[config.mk]
export PLATFORM = sky130hd
export DESIGN_NAME = tcw_front
export DESIGN_NICKNAME = d
export VERILOG_FILES = /design/src/tcw_pkg.sv /design/src/tcw_front.sv
export SDC_FILE = /design/constraint.sdc
export NUM_CORES = 1
export LEC_CHECK = 0
export BUFFER_PORTS_ARGS = -buffer_cell sky130_fd_sc_hd__buf_2
export CORE_MARGIN = 3
export CORE_UTILIZATION = 46
export CTS_CLUSTER_DIAMETER = 80
export DETAILED_ROUTE_END_ITERATION = 8
export GPL_ROUTABILITY_DRIVEN = 0
export MAX_ROUTING_LAYER = met4
export PLACE_DENSITY = 0.74
export SLEW_MARGIN = 10
export SYNTH_ARGS = -nofsm -noshare
export SYNTH_HDL_FRONTEND = slang
export SYNTH_SLANG_ARGS = --single-unit
[constraint.sdc]
create_clock -name clk -period 1.9 [get_ports clk]
set_input_delay 0.285 -clock clk [delete_from_list [all_inputs] [get_ports clk]]
set_output_delay 0.285 -clock clk [all_outputs]
set_load 0.02 [all_outputs]
[src/tcw_pkg.sv]
package tcw_pkg;

  localparam int DEF_ROWS = 25;
  localparam int DEF_COLS = 80;
  localparam int QUEUE_DEPTH = 2;
  localparam logic [7:0] NEWLINE_CODE = 8'd10;
  localparam logic [7:0] ATTR_RESET = 8'h1F;

  typedef struct packed {
    logic       func;
    logic [7:0] char_code;
    logic [4:0] read_row;
    logic [6:0] read_col;
  } tcw_in_t;

  typedef struct packed {
    logic [6:0] cursor_col;
    logic [4:0] cursor_row;
    logic [7:0] cell_char;
    logic [7:0] cell_attr;
  } tcw_out_t;

  typedef enum logic [1:0] {
    KIND_PUT,
    KIND_NEWLINE,
    KIND_READ,
    KIND_READ_NONE
  } tcw_kind_t;

  typedef struct packed {
    tcw_kind_t  kind;
    logic [7:0] char_code;
    logic [4:0] read_row;
    logic [6:0] read_col;
  } tcw_cmd_t;

  typedef enum logic [2:0] {
    ST_CLEAR,
    ST_IDLE,
    ST_EXEC,
    ST_READ_WAIT,
    ST_SCROLL,
    ST_SCROLL_END,
    ST_PUT
  } tcw_state_t;

endpackage

[src/tcw_front.sv]
module tcw_front #(
  parameter int NUM_ROWS = tcw_pkg::DEF_ROWS,
  parameter int NUM_COLS = tcw_pkg::DEF_COLS
) (
  input  logic             clk,
  input  logic             rst,
  input  logic             start,
  output logic             busy,
  input  tcw_pkg::tcw_in_t cmd,
  input  logic             hold,
  output logic             q_valid,
  output tcw_pkg::tcw_cmd_t q_head,
  input  logic             q_pop
);

  localparam int PTR_W = (tcw_pkg::QUEUE_DEPTH > 1) ? $clog2(tcw_pkg::QUEUE_DEPTH) : 1;
  localparam int CNT_W = $clog2(tcw_pkg::QUEUE_DEPTH + 1);

  tcw_pkg::tcw_cmd_t entries [tcw_pkg::QUEUE_DEPTH];
  logic [PTR_W-1:0]  wr_ptr;
  logic [PTR_W-1:0]  rd_ptr;
  logic [CNT_W-1:0]  count;
  tcw_pkg::tcw_cmd_t classified;
  logic              push;
  logic              full;
  logic              in_range;

  always_comb begin
    in_range = (7'(cmd.read_row) < 7'(NUM_ROWS)) && (8'(cmd.read_col) < 8'(NUM_COLS));
    classified.char_code = cmd.char_code;
    classified.read_row  = cmd.read_row;
    classified.read_col  = cmd.read_col;
    priority if (cmd.func) begin
      classified.kind = in_range ? tcw_pkg::KIND_READ : tcw_pkg::KIND_READ_NONE;
    end else if (cmd.char_code == tcw_pkg::NEWLINE_CODE) begin
      classified.kind = tcw_pkg::KIND_NEWLINE;
    end else begin
      classified.kind = tcw_pkg::KIND_PUT;
    end
  end

  assign full    = (count == CNT_W'(tcw_pkg::QUEUE_DEPTH));
  assign busy    = rst | hold | full;
  assign push    = start & ~busy;
  assign q_valid = (count != '0);
  assign q_head  = entries[rd_ptr];

  always_ff @(posedge clk) begin
    if (push) begin
      entries[wr_ptr] <= classified;
    end
  end

  always_ff @(posedge clk) begin
    if (rst) begin
      wr_ptr <= '0;
      rd_ptr <= '0;
      count  <= '0;
    end else begin
      if (push) begin
        wr_ptr <= (wr_ptr == PTR_W'(tcw_pkg::QUEUE_DEPTH - 1)) ? '0 : wr_ptr + 1'b1;
      end
      if (q_pop && q_valid) begin
        rd_ptr <= (rd_ptr == PTR_W'(tcw_pkg::QUEUE_DEPTH - 1)) ? '0 : rd_ptr + 1'b1;
      end
      count <= count + CNT_W'(push) - CNT_W'(q_pop && q_valid);
    end
  end

endmodule

# [After elaboration in Yosys (flattened, before gate mapping)]
# Memory sizes are Yosys's and may differ from the RTL's. A register that Yosys moved wholly into a read port is not among the register bits.
# Index checks and enable logic that the tools add are counted.
# W data, S select, Z words.
[totals] input_bits=26 word_cells=28 n_memories=1 ff_bits=4 mem_bits_rw=44 output_inout_bits=24
[memory_table] memory="entries" words=2 width=22 read_ports=1 rd_ports_with_merged_regs=1 write_ports=1 line="tcw_front.sv:19" source="tcw_pkg::tcw_cmd_t entries [tcw_pkg::QUEUE_DEPTH];"
[classes] n_eq_ne=2 muxes=9 reduce_logical=3 add_sub_neg=4 order_cmp=2 n_bitwise=4
[op_table] operator="$eq A8 B4 Y1 const B" count=1
[op_table] operator="$mux W1" count=8
[op_table] operator="$lt A7 B7 Y1 const B" count=1
[op_table] operator="$lt A5 B5 Y1 const B" count=1
[op_table] operator="$add A1 B1 Y1 const B" count=2
[op_table] operator="$add A2 B1 Y2" count=1
[op_table] operator="$eq A2 B2 Y1 const B" count=1
[op_table] operator="$logic_and A1 B1 Y1" count=2
[op_table] operator="$mux W2" count=1
[op_table] operator="$or A1 B1 Y1" count=2
[op_table] operator="$reduce_bool A2 Y1" count=1
[op_table] operator="$sub A2 B1 Y2" count=1
[op_table] operator="$and A1 B1 Y1" count=1
[op_table] operator="$not A1 Y1" count=1

# [Depth between registers and ports, before layout]
[depth] ltp_word=6 mapped_depth=8

# [Worst setup path after synthesis]
# No wires, ideal clock.
[synth_path] path_kind="reg-to-reg" start="register count[0]" end="memory entries[1][0] (netlist bit) (enable)" period_less_slack_ps=1948 slack_ps=-48 path_stages_with_launch=4 required_ps=1499 t_arrival_ps=1547 setup_time_ps=401 n_path_buf=0 path_cell_list="dfxtp_1 -> nand2b_1 -> nand3_2 -> nor2_1"
[synth_via] elab_chain_len=6
[synth_lines] element="from (decl)" line="tcw_front.sv:22" source="logic [CNT_W-1:0] count;"
[synth_lines] element="from (signal assigned)" line="tcw_front.sv:66" source="count <= count + CNT_W'(push) - CNT_W'(q_pop && q_valid);"
[synth_lines] element="$eq A2 B2 Y1" line="tcw_front.sv:42" source="assign full = (count == CNT_W'(tcw_pkg::QUEUE_DEPTH));"
[synth_lines] element="$or A1 B1 Y1" line="tcw_front.sv:43" source="assign busy = rst | hold | full;"
[synth_lines] element="$not A1 Y1" line="tcw_front.sv:44" source="assign push = start & ~busy;"
[synth_lines] element="$and A1 B1 Y1" line="tcw_front.sv:44"
[synth_lines] element="$mux W1" line="tcw_front.sv:49" source="if (push) begin"
[synth_lines] element="$mux W1 (not written as such)" line="tcw_front.sv:50" source="entries[wr_ptr] <= classified;"
[synth_lines] element="to (decl)" line="tcw_front.sv:19"
# No other way between the ends.

# [Worst setup path in the final report]
[layout_path] start="register count[0]" end="register count[1]"
[layout_via] elab_chain_len=6 word_cells_on_any_way=8 cone_classes="2 x add/sub; 1 x eq/ne; 3 x bitwise; 2 x reduce/logical"
[layout_lines] element="$eq A2 B2 Y1" line="tcw_front.sv:42"
[layout_lines] element="$or A1 B1 Y1" line="tcw_front.sv:43"
[layout_lines] element="$not A1 Y1" line="tcw_front.sv:44"
[layout_lines] element="$and A1 B1 Y1" line="tcw_front.sv:44"
[layout_lines] element="$add A2 B1 Y2" line="tcw_front.sv:66"
[layout_lines] element="$sub A2 B1 Y2 *" line="tcw_front.sv:66"
# Every way passes the cells marked *; elsewhere a longest branch is shown, timed or not.
# A chain may end at the register's enable or synchronous reset.

==> metrics <==
worst reg2reg path endpoint count[1]; MaxCap Viol Count 0; top_reg_cell synth edfxtp_1; RSZ-0062 raised after global routing no; reg-to-reg setup timing slack around 0.18 ns; Top Ports 50; via count 1050; DIE AREA about 4900 sq um; H-tree levels 2; DR vias/cell ~5.0; crit-path max FO 4; Initial DRT Pass Iterations 2; final setup vio count 0; Switching Power 0.809 mW; Avg Cell Area, Syn between 15 and 20 sq um; period utilization 90.7%; vias in the first global route 1103; setup TNS 0 ns; Worst-path clk slew ~0.09 ns; setup bufs post-CTS 0; final hold violations 0; synthesized area 1880 sq um; Placement Setup Slack 0.145 ns; CTS root buffer clkbuf_8; initial antenna violation count 0; EDFF count, synth between 40 and 50; CORE AREA between 3000 and 4000 sq um; hold path startpoint cmd[1]; CP Class flop to flop; Clock Tree Buf Depth 2; Starting Density 49.4%; total track usage ~14%; detailed placement HPWL ~2.3 mm; #FFs+latches synth 49; skew final around 0.0056 ns; FILL cells ~310; CP Capture Type flop; CTS sink cnt 49; cts hold-fix bufs 0; Switching Fraction between 20 and 30%; PD cells between 1000 and 1500 nW/um^2; Setup WS post-layout roughly 0.18 ns; Syn Nets 129; Comb power frac between 20 and 30%; Rel. slew slack a little under three quarters; DR iter-0 viols 79; sequential area share after synthesis 75.8%; clock share of power between 20% and 30%; Area after DPL roughly 2200 sq um; Syn Inst Count between 100 and 150; post-synthesis cell type count 25; Max VDD drop 710 uV; fin crit period 1.72 ns; post_cts resized 0; RR Startpoint count[0]; synth warn 0; largest net degree at the start of global routing 16; commonest cells after routing, fill and taps aside buf_2, edfxtp_1, mux2_2; layout cell share with drive strength beyond 1 between 50% and 60%; Int Power 2.00 mW; final instance area 2320 sq um; Slew Viols, Final 0; ant diodes 0; first-pass GRT wire length approximately 5.3 mm; row count 22; Post-Route WL between 3 and 4 mm; DR WL/cell about 15 um; Worst Path Required between 2 and 2.5 ns; sequential power share ~46%; DRC viols 0; dominant cell type by area after synthesis edfxtp_1; leading cell type in the layout, fill and taps excluded buf_2; final net count approximately 190; GR Overflow Total 0; P&R area growth vs syn 23.6%; die width between 60 and 70 um; WP data arrival 1.94 ns; Worst-Margin Slew around 0.43 ns; number of CTS-inserted buffers 5; critical path endpoint count[1]; Final ANT Viol Nets 0; fmax 580 MHz; Worst setup SP type flop; worst hold-check path type primary input to flop; R2R depth 8; Skew-Pair Late Insertion Delay around 0.3 ns; Async SR Flop Fraction 0%; Die Y-Extent about 70 um; CTS tree built; top-area cell type share of the netlist area a little over two thirds; outcome finished clean; total leakage power between 0.8 and 0.9 nW; PortBufs 49; top post-synthesis cells by area edfxtp_1, mux2_2, dfxtp_1, ha_1, buf_6; CP startpoint count[0]
[sequential cells by signal, indices dropped and copies added, names as in the netlist, named ones only]
name / count
wr_ptr: 1
rd_ptr: 1
entries: 44
count: 2
[synth_stat cells (2+ instances only)]
library cell and instances:
dfxtp_1 5, edfxtp_1 44, nor2_1 5, inv_1 2, mux2_2 22, nand2b_1 2
buf_6 2, ha_1 2
[stage by stage]
| stage | cells | hold WS (ns) | power (mW) | util [%] |
|---|---|---|---|---|
| after floorplan | 101 | 0.357 | 1.90 | - |
| after global placement | 202 | 0.474 | 2.11 | 58.1 |
| after detailed placement | 202 | 0.477 | 2.13 | 58.1 |
| after CTS | 210 | 0.164 | 2.84 | 61.0 |
| after global routing | 210 | 0.153 | 2.96 | 61.0 |
| final | 210 | 0.168 | 2.81 | 61.0 |
[routing by layer]
metal	track usage [%]	wire, um	vias to the layer above
met5	-	0	-
met3	4.32	190	4
met1	17.2	1340	508
met2	23.4	1600	33
met4	4.47	20	0
li1	-	-	505
[cell type report]
type	count	area, sq um	share of cell area (%)
inverters	2	7.51	0.324
well taps	48	60.1	2.59
flip-flops and latches	49	1420	61.3
clock buffers	5	68.8	2.97
clock inverters	3	41.3	1.78
multi-input cells	48	429	18.5
repair buffers	55	290	12.5
[how the worst min path moves through the flow]
stage               cells past startpoint  slack (ns)             to
finish                                  1        0.17  entries[0][1]
CTS                                     1        0.16  entries[1][1]
global route                            1        0.15  entries[1][2]
detailed placement                      1        0.48  entries[1][1]
floorplan                               1        0.36       count[0]
global placement                        1        0.47  entries[0][2]
[critical path: stages (launching register included)]
cell and delay [ns]:
dfxtp_1 0.37, nand2b_1 0.16, nand3_2 0.15, ha_1 0.31
inv_1 0.04, ha_1 0.18, xor2_1 0.15, and2_1 0.15
nor3_1 0.12
[power groups by stage]
stage	combinational, mW	clock [mW]	sequential (mW)
after floorplan	0.580	0	1.32
after global placement	0.796	0	1.31
after detailed placement	0.813	0	1.32
after CTS	0.819	0.723	1.30
after global routing	0.873	0.784	1.30
final	0.806	0.711	1.29
[logic make-up (layout without fill, tap and decap cells)]
family	after synthesis	in the layout	share of synthesized area [%]
XOR/XNOR	2	2	0.934
adder cells (fa/ha/maj)	2	2	1.33
flip-flops	49	49	75.8
buffers and inverters	4	65	1.60
AND/OR/NAND/NOR	16	16	4.87
AO/OA/AOI/OAI	5	5	1.73
multiplexers	23	23	13.7
Power figures use the tool's default switching activity.
